[src/ksle_pkg.sv]
// shared types, constants and key map of the keypad scan line editor
package ksle_pkg;

  localparam int ROW_COUNT = 4;
  localparam int COL_COUNT = 3;
  localparam int KEY_TOTAL = ROW_COUNT * COL_COUNT;

  localparam int LINE_DEPTH_DEFAULT  = 16;
  localparam int QUEUE_DEPTH_DEFAULT = 4;

  localparam logic [7:0] DEBOUNCE_RESET = 8'd5;
  localparam logic [7:0] COUNT_MAX      = 8'd255;

  localparam logic [7:0] CHAR_COMMIT = 8'h23;  // '#'
  localparam logic [7:0] CHAR_DELETE = 8'h2A;  // '*'

  // key characters in scan order, index col*ROW_COUNT+row
  localparam logic [7:0] KEY_CHARS [KEY_TOTAL] = '{
    8'h33, 8'h36, 8'h39, 8'h23,   // column 0: '3' '6' '9' '#'
    8'h32, 8'h35, 8'h38, 8'h30,   // column 1: '2' '5' '8' '0'
    8'h31, 8'h34, 8'h37, 8'h2A    // column 2: '1' '4' '7' '*'
  };

  typedef enum logic [1:0] {
    OP_APPEND,
    OP_DELETE,
    OP_COMMIT
  } op_t;

  typedef struct packed {
    op_t        op;
    logic [7:0] ch;
  } cmd_t;

  // queue status seen by the front and the back
  typedef struct packed {
    logic full;
    logic empty;
  } queue_status_t;

  typedef enum logic [1:0] {
    BK_IDLE,
    BK_READ,
    BK_SEND,
    BK_TERM
  } bk_state_t;

endpackage

[src/ksle_front.sv]
// scan front: debounces the twelve keys, finds the first new press and classifies it
module ksle_front
  import ksle_pkg::*;
(
  input  logic                 clk,
  input  logic                 rst,
  input  logic                 cfg_we,
  input  logic [7:0]           cfg_data,
  input  logic                 in_valid,
  output logic                 in_ready,
  input  logic [KEY_TOTAL-1:0] key_closed,
  input  queue_status_t        q_status,
  output logic                 push,
  output cmd_t                 push_cmd
);

  logic [7:0]           debounce_ticks;
  logic [KEY_TOTAL-1:0] stable;
  logic [7:0]           count [KEY_TOTAL];

  logic [7:0]           need;
  logic [KEY_TOTAL-1:0] stable_next;
  logic [7:0]           count_next [KEY_TOTAL];
  logic [KEY_TOTAL-1:0] rise;
  logic [KEY_TOTAL-1:0] blocked;
  logic [KEY_TOTAL-1:0] first;
  logic [7:0]           bumped [KEY_TOTAL];
  logic [7:0]           key_ch;
  logic                 accept;

  assign in_ready = !q_status.full;
  assign accept   = in_valid && in_ready;
  assign need     = (debounce_ticks == 8'd0) ? 8'd1 : debounce_ticks;

  // per-key debounce step, all keys side by side
  always_comb begin
    for (int i = 0; i < KEY_TOTAL; i++) begin
      bumped[i] = (count[i] == COUNT_MAX) ? COUNT_MAX : count[i] + 8'd1;
      if (key_closed[i] == stable[i]) begin
        stable_next[i] = stable[i];
        count_next[i]  = 8'd0;
      end else if (bumped[i] >= need) begin
        stable_next[i] = key_closed[i];
        count_next[i]  = 8'd0;
      end else begin
        stable_next[i] = stable[i];
        count_next[i]  = bumped[i];
      end
      rise[i] = stable_next[i] && !stable[i];
    end
  end

  // keys after the first new press are not sampled this tick
  always_comb begin
    key_ch = 8'd0;
    for (int i = 0; i < KEY_TOTAL; i++) begin
      blocked[i] = |(rise & ((KEY_TOTAL'(1) << i) - KEY_TOTAL'(1)));
      first[i]   = rise[i] && !blocked[i];
      key_ch     = key_ch | (first[i] ? KEY_CHARS[i] : 8'd0);
    end
  end

  always_comb begin
    push        = accept && (|rise);
    push_cmd.ch = key_ch;
    unique case (key_ch)
      CHAR_COMMIT: push_cmd.op = OP_COMMIT;
      CHAR_DELETE: push_cmd.op = OP_DELETE;
      default:     push_cmd.op = OP_APPEND;
    endcase
  end

  always_ff @(posedge clk) begin
    if (rst) begin
      debounce_ticks <= DEBOUNCE_RESET;
      stable         <= '0;
      for (int i = 0; i < KEY_TOTAL; i++) begin
        count[i] <= 8'd0;
      end
    end else begin
      if (cfg_we) begin
        debounce_ticks <= cfg_data;
      end
      if (accept) begin
        for (int i = 0; i < KEY_TOTAL; i++) begin
          if (!blocked[i]) begin
            stable[i] <= stable_next[i];
            count[i]  <= count_next[i];
          end
        end
      end
    end
  end

endmodule

[src/ksle_queue.sv]
// short command queue between scan front and line editor back
module ksle_queue
  import ksle_pkg::*;
#(
  parameter int DEPTH = QUEUE_DEPTH_DEFAULT
)(
  input  logic          clk,
  input  logic          rst,
  input  logic          push,
  input  cmd_t          push_cmd,
  input  logic          pop,
  output cmd_t          head,
  output queue_status_t status
);

  localparam int PTR_W = (DEPTH > 1) ? $clog2(DEPTH) : 1;
  localparam int CNT_W = $clog2(DEPTH + 1);

  cmd_t             slots [DEPTH];
  logic [PTR_W-1:0] wr_ptr;
  logic [PTR_W-1:0] rd_ptr;
  logic [CNT_W-1:0] fill;

  assign head         = slots[rd_ptr];
  assign status.full  = (fill == CNT_W'(DEPTH));
  assign status.empty = (fill == '0);

  always_ff @(posedge clk) begin
    if (push) begin
      slots[wr_ptr] <= push_cmd;
    end
  end

  always_ff @(posedge clk) begin
    if (rst) begin
      wr_ptr <= '0;
      rd_ptr <= '0;
      fill   <= '0;
    end else begin
      if (push) begin
        wr_ptr <= (wr_ptr == PTR_W'(DEPTH - 1)) ? '0 : wr_ptr + PTR_W'(1);
      end
      if (pop) begin
        rd_ptr <= (rd_ptr == PTR_W'(DEPTH - 1)) ? '0 : rd_ptr + PTR_W'(1);
      end
      if (push && !pop) begin
        fill <= fill + CNT_W'(1);
      end else if (pop && !push) begin
        fill <= fill - CNT_W'(1);
      end
    end
  end

endmodule

[src/ksle_back.sv]
// line editor back: line memory, edit commands and line output register
module ksle_back
  import ksle_pkg::*;
#(
  parameter int LINE_DEPTH = LINE_DEPTH_DEFAULT
)(
  input  logic          clk,
  input  logic          rst,
  input  cmd_t          head,
  input  queue_status_t q_status,
  output logic          pop,
  output logic          out_valid,
  input  logic          out_ready,
  output logic [7:0]    out_char,
  output logic          out_last,
  output logic [4:0]    line_count
);

  localparam int LEN_W  = $clog2(LINE_DEPTH + 1);
  localparam int ADDR_W = (LINE_DEPTH > 1) ? $clog2(LINE_DEPTH) : 1;

  logic [7:0]       line_mem [LINE_DEPTH];
  logic [7:0]       rd_data;

  bk_state_t        state, state_next;
  logic [LEN_W-1:0] line_len, line_len_next;
  logic [LEN_W-1:0] commit_len, commit_len_next;
  logic [LEN_W-1:0] idx, idx_next;
  logic             out_valid_next;
  logic [7:0]       out_char_next;
  logic             out_last_next;
  logic [4:0]       line_count_next;
  logic             mem_we;
  logic             out_free;

  assign out_free = !out_valid || out_ready;

  always_ff @(posedge clk) begin
    if (mem_we) begin
      line_mem[line_len[ADDR_W-1:0]] <= head.ch;
    end
    rd_data <= line_mem[idx[ADDR_W-1:0]];
  end

  always_ff @(posedge clk) begin
    if (rst) begin
      state     <= BK_IDLE;
      line_len  <= '0;
      out_valid <= 1'b0;
    end else begin
      state     <= state_next;
      line_len  <= line_len_next;
      out_valid <= out_valid_next;
    end
    commit_len <= commit_len_next;
    idx        <= idx_next;
    out_char   <= out_char_next;
    out_last   <= out_last_next;
    line_count <= line_count_next;
  end

  always_comb begin
    state_next      = state;
    line_len_next   = line_len;
    commit_len_next = commit_len;
    idx_next        = idx;
    out_valid_next  = out_valid && !out_ready;
    out_char_next   = out_char;
    out_last_next   = out_last;
    line_count_next = line_count;
    pop             = 1'b0;
    mem_we          = 1'b0;
    unique case (state)
      BK_IDLE: begin
        if (!q_status.empty) begin
          pop = 1'b1;
          unique case (head.op)
            OP_APPEND: begin
              if (line_len < LEN_W'(LINE_DEPTH)) begin
                mem_we        = 1'b1;
                line_len_next = line_len + LEN_W'(1);
              end
            end
            OP_DELETE: begin
              if (line_len != '0) begin
                line_len_next = line_len - LEN_W'(1);
              end
            end
            OP_COMMIT: begin
              commit_len_next = line_len;
              idx_next        = '0;
              state_next      = (line_len == '0) ? BK_TERM : BK_READ;
            end
            default: begin
            end
          endcase
        end
      end
      BK_READ: begin
        state_next = BK_SEND;
      end
      BK_SEND: begin
        if (out_free) begin
          out_valid_next  = 1'b1;
          out_char_next   = rd_data;
          out_last_next   = 1'b0;
          line_count_next = 5'(commit_len);
          idx_next        = idx + LEN_W'(1);
          state_next      = (idx + LEN_W'(1) == commit_len) ? BK_TERM : BK_READ;
        end
      end
      BK_TERM: begin
        if (out_free) begin
          out_valid_next  = 1'b1;
          out_char_next   = 8'd0;
          out_last_next   = 1'b1;
          line_count_next = 5'(commit_len);
          line_len_next   = '0;
          state_next      = BK_IDLE;
        end
      end
      default: begin
        state_next = BK_IDLE;
      end
    endcase
  end

endmodule

[src/keypad_scan_line_editor.sv]
// top level of the keypad scan line editor
//
// each transfer on the input channel is one scan tick with the raw contacts of
// all twelve keys of a 4x3 keypad (bit col*4+row, 1 = closed); keys are scanned
// in that bit order through per-key counter debouncers, and the first key that
// newly settles as pressed ends the scan for that tick. its character drives a
// line editor: '*' deletes, '#' sends the stored line as one output transfer
// per character followed by a zero terminator with out_last set, any other key
// appends while the line has room. line_count on every output transfer is the
// committed line length, masked to 5 bits. ticks keep being taken while the
// four-entry command queue has room. the editor pops one queued command at a
// time while idle; a commit of n characters runs through the pop, then per
// character a registered line memory read and a load of the output register,
// then the terminator, each load waiting while an output transfer is untaken.
// debounce_ticks is written through cfg_we/cfg_data (reset value 5, zero acts
// as one) and must only change while the block is idle.
module keypad_scan_line_editor
  import ksle_pkg::*;
#(
  parameter int LINE_DEPTH  = LINE_DEPTH_DEFAULT,
  parameter int QUEUE_DEPTH = QUEUE_DEPTH_DEFAULT
)(
  input  logic        clk,
  input  logic        rst,
  // debounce_ticks register write
  input  logic        cfg_we,
  input  logic [7:0]  cfg_data,
  // scan tick channel
  input  logic        in_valid,
  output logic        in_ready,
  input  logic [11:0] key_closed,
  // committed line channel
  output logic        out_valid,
  input  logic        out_ready,
  output logic [7:0]  out_char,
  output logic        out_last,
  output logic [4:0]  line_count
);

  queue_status_t q_status;
  logic          push;
  cmd_t          push_cmd;
  logic          pop;
  cmd_t          head;

  // front: debounce and classify one tick per transfer
  ksle_front u_front (
    .clk        (clk),
    .rst        (rst),
    .cfg_we     (cfg_we),
    .cfg_data   (cfg_data),
    .in_valid   (in_valid),
    .in_ready   (in_ready),
    .key_closed (key_closed),
    .q_status   (q_status),
    .push       (push),
    .push_cmd   (push_cmd)
  );

  // decouples the scan from line output stalls
  ksle_queue #(
    .DEPTH (QUEUE_DEPTH)
  ) u_queue (
    .clk      (clk),
    .rst      (rst),
    .push     (push),
    .push_cmd (push_cmd),
    .pop      (pop),
    .head     (head),
    .status   (q_status)
  );

  // back: edits the line and streams it out on commit
  ksle_back #(
    .LINE_DEPTH (LINE_DEPTH)
  ) u_back (
    .clk        (clk),
    .rst        (rst),
    .head       (head),
    .q_status   (q_status),
    .pop        (pop),
    .out_valid  (out_valid),
    .out_ready  (out_ready),
    .out_char   (out_char),
    .out_last   (out_last),
    .line_count (line_count)
  );

endmodule

[config.mk]
export PLATFORM = sky130hd
export DESIGN_NAME = keypad_scan_line_editor
export DESIGN_NICKNAME = d
export VERILOG_FILES = /design/src/ksle_pkg.sv /design/src/ksle_front.sv /design/src/ksle_queue.sv /design/src/ksle_back.sv /design/src/keypad_scan_line_editor.sv
export SDC_FILE = /design/constraint.sdc
export NUM_CORES = 1
export LEC_CHECK = 0
export ABC_AREA = 0
export CAP_MARGIN = 0
export CORE_MARGIN = 10
export CORE_UTILIZATION = 45
export CTS_CLUSTER_SIZE = 8
export DETAILED_ROUTE_END_ITERATION = 7
export DONT_BUFFER_PORTS = 1
export GPL_TIMING_DRIVEN = 0
export PLACE_DENSITY = 0.67
export SYNTH_ARGS = -nofsm -noshare
export SYNTH_HDL_FRONTEND = slang
export SYNTH_SLANG_ARGS = --single-unit
[constraint.sdc]
create_clock -name clk -period 5 [get_ports clk]
set_input_delay 0 -clock clk [delete_from_list [all_inputs] [get_ports clk]]
set_output_delay 0 -clock clk [all_outputs]
set_load 0.1 [all_outputs]
==> results.py <==
metrics = {
    "pwr": {
        "vdd_drop_max_uv": 355,
        "lkg_pwr_uw": 0.00662,
        "power_density_nw_per_um2": 482,
    },
    "setup_path": {
        "cp_data_arrival_time_ns": 5.28,
        "critical_path_cell_count": 19,
        "ff2ff_path_depth": 19,
        "crit_fanout": 7,
        "critPathMostFrequentCell": "ha_1",
        "critical-path-max-stage-delay_ns": 0.45,
        "worstReg2RegStart": "u_front.count[0][48]",
        "worst_setup_path_start_kind": "flip-flop",
        "critical_path.reg2reg.endpoint": "u_queue.fill[2]",
        "criticalPathCategory": "reg -> reg",
        "critical-path-slowest-cell": "edfxtp_1",
        "crit_path_cell_trace": "ha_1 > and4_1 > clkbuf_2 > nand2b_1 > mux2_2 > ha_1 > o2111ai_1 > a311oi_2 > o21ai_1 > and3_1 > buf_6 > and4_1 > nor2_2 > ha_1 > inv_1 > fa_1 > xor2_1 > or3_1 > a21oi_1",
        "cp.buffers_inverters": 3,
        "worstSetupEndpointType": "flip-flop",
        "path_delay_family": "simple AND/OR/NAND/NOR gates",
        "rrSetupSlack_ns": 0.17,
        "worst_ep_required_time_ns": 5.45,
    },
    "die": {
        "coreArea_um2": 34400,
        "floorplan.io_pins": 41,
        "effective_utilization_at_floorplan_pct": 45.3,
        "fp.dieArea_um2": 42400,
        "floorplan.rows": 68,
        "die-width_um": 206,
        "fp.dieH_um": 206,
    },
    "layout": {
        "most-common-layout-cells": "edfxtp_1, ha_1, nand2_1, a21oi_1, nor2_1",
        "num-nets-final": 1499,
        "antenna_cells": 0,
        "syn_to_layout_area_delta_pct": 13.3,
        "final_common_cell": "edfxtp_1",
        "ratio_of_cells_with_drive_above_1_in_the_final_layout_pct": 9.04,
        "finish.cell_count_without_fillers": 1849,
    },
    "route": {
        "remaining_drcs": 0,
        "routedWlPerCell_um": 19.2,
        "vias_per_cell": 5.72,
        "first_pass_iteration_count_of_the_detailed_router": 5,
        "initialDrtViolationCount": 644,
        "route.final.wire_length_um": 35500,
        "num_vias": 10600,
        "antenna_violating_nets_post_route": 0,
    },
    "outcome": {
        "status": "finished clean",
    },
    "sta": {
        "min_period_over_period_pct": 96.6,
        "min_period_ns": 4.83,
        "setup_violations": 0,
        "skew_ns": 0.0123,
        "worst_slew_pin_slew_ns": 1.20,
        "report.final.hold_viol_count": 0,
        "slew_violations": 0,
        "fmax_mhz": 207,
        "slew_headroom_pct": 19.4,
        "hold_slack_ns": 0.0425,
        "fin_ws_ns": 0.172,
    },
    "placed_design": {
        "globalplace.congestion": 0.872,
        "io_buffers": 0,
        "dp.final_hpwl_um": 24500,
        "dp.cells": 1750,
        "placement.setup.worst_slack_ns": -0.214,
    },
    "global_route": {
        "number_of_antenna_violations_at_the_first_check_in_global_routing": 0,
        "grt_pass1_vias": 10800,
        "grt_first_pass_wirelength_um": 57000,
        "gr-usage-all-layers_pct": 16.8,
        "grt_start_max_net_pins": 17,
        "grt.overflow.total": 0,
    },
    "logic_synthesis": {
        "synth_top_cell_area_share_pct": 47.5,
        "synth_edf_count": 246,
        "commonest_register_cell_after_synthesis": "edfxtp_1",
        "synth.ff_latch_count": 289,
        "asyncSetResetFlopFracSynth_pct": 0,
        "synth.yosys.seq_area_share_pct": 53.0,
        "ys_top_cells_by_area": "edfxtp_1, ha_1, dfxtp_1",
        "synth.avg_cell_area_um2": 12.0,
        "netlist.top_cell.by_area": "edfxtp_1",
        "yosys.cell_types.count": 81,
        "syn_inst": 1294,
        "post_synth_instance_area_um2": 15600,
        "synth-warning-count": 0,
    },
    "cts": {
        "tritoncts": "yes",
        "clkTransAtPathRegs_ns": 0.05,
        "cts_buffer_depth": 3,
        "tritoncts.num_buffers": 42,
        "clock_insertion_delay_worst_skew_ns": 0.54,
        "ctsHtreeMaxLevel": 2,
        "cts.sinks": 289,
        "clock_tree.root_cell": "clkbuf_16",
    },
    "min_path": {
        "hold_start": "key_closed[3]",
        "timing.hold.worst_endpoint": "u_front.count[0][39]",
        "worstHoldPathCells": 2,
        "worst_hold_path_type": "in -> reg",
    },
    "flow_run": {
        "max-cap-violations": 0,
    },
}
metal layers:
layer,global-route usage (%),part of all wire (%)
met4,5.00,2.3
met3,3.10,4.5
met5,0,0
met1,20.7,43
met2,29.4,50
report_power, final:
group | leakage [uW] | switching [uW] | total, uW | internal (uW)
registers | 0.00273 | 404 | 3550 | 3140
clock network | 0.000578 | 1020 | 2620 | 1590
logic | 0.00331 | 1390 | 2330 | 937
total | 0.00662 | 2820 | 8490 | 5670
cell usage after synthesis, types with 7 or more instances:
| cell | instances |
|---|---|
| and3_1 | 38 |
| nand3_1 | 65 |
| a31oi_1 | 11 |
| nand2_1 | 98 |
| and4_1 | 13 |
| nor2b_1 | 34 |
| nand2b_1 | 31 |
| inv_1 | 29 |
| a21oi_1 | 97 |
| clkbuf_1 | 30 |
| mux2_2 | 8 |
| o2111ai_1 | 7 |
| o21ai_0 | 26 |
| nor2_1 | 90 |
| nor3_1 | 14 |
| a21o_1 | 16 |
| and2_1 | 18 |
| or2_2 | 9 |
| mux4_2 | 38 |
| xor2_1 | 20 |
| ha_1 | 111 |
| edfxtp_1 | 246 |
| dfxtp_1 | 43 |
| o31ai_1 | 7 |
| mux2i_1 | 19 |
| a211oi_1 | 12 |
| nand4_1 | 17 |
| xnor2_1 | 44 |
kinds of logic (layout without fill, tap and decap cells):
family | Yosys count | count (layout) | share of synthesized area, %
DFF | 289 | 289 | 53.0
xor gates and xnor gates | 64 | 64 | 3.60
AOI/OAI and AO/OA | 222 | 222 | 9.07
buffers and inverters | 71 | 170 | 1.82
adders and majority gates | 113 | 113 | 9.18
other | 1 | 2 | 0.0241
and+or+nand+nor | 469 | 469 | 16.0
muxes | 65 | 65 | 7.30
how the worst max path moves through the flow:
stage / startpoint / endpoint / slack [ns]
2_1_floorplan: u_front.count[0][32] / u_queue.fill[2] / 0.66
3_5_place_dp: u_front.count[0][32] / u_queue.fill[2] / -0.21
3_3_place_gp: u_front.count[0][32] / u_queue.fill[2] / -0.15
5_1_grt: u_front.count[0][48] / u_queue.fill[2] / -0.05
4_1_cts: u_front.count[0][32] / u_queue.fill[2] / 0.0005
6_report: u_front.count[0][48] / u_queue.fill[2] / 0.17
registers in the layout, summed over array words and instances (netlist names), 6 cells and up, named ones only:
name and flops:
u_queue.slots 32, u_back.line_mem 96, u_front.debounce_ticks 8, u_back.out_char 6, u_back.rd_data 6, u_front.stable 12
u_front.count 96
timing repair:
action,4_1_cts,5_1_grt
hold endpoints to repair,44,0
endpoints found under the setup margin,1,18
pin swaps,0,1
resized for setup,1,12
hold buffers,22,0
buffers inserted,0,0
cell type report:
type	count	area [um2]
well taps	455	569
multi-input cells	935	7070
inverters	30	113
clock buffers	74	1180
flip-flops and latches	289	8250
fillers	2969	16700
clock inverters	3	43.8
plain buffers	41	179
repair buffers	22	220
through the flow:
step	cell area [um2]	TNS, ns	power [uW]	utilization [%]
floorplan	15600	0	5260	-
global placement	16100	-0.145	5780	46.9
detailed placement	16100	-0.214	5880	46.9
CTS	17600	0	8530	51.2
global route	17600	-0.0479	8970	51.3
finish	17600	0	8490	51.3
Note: power is estimated with default switching activity, not from simulation.
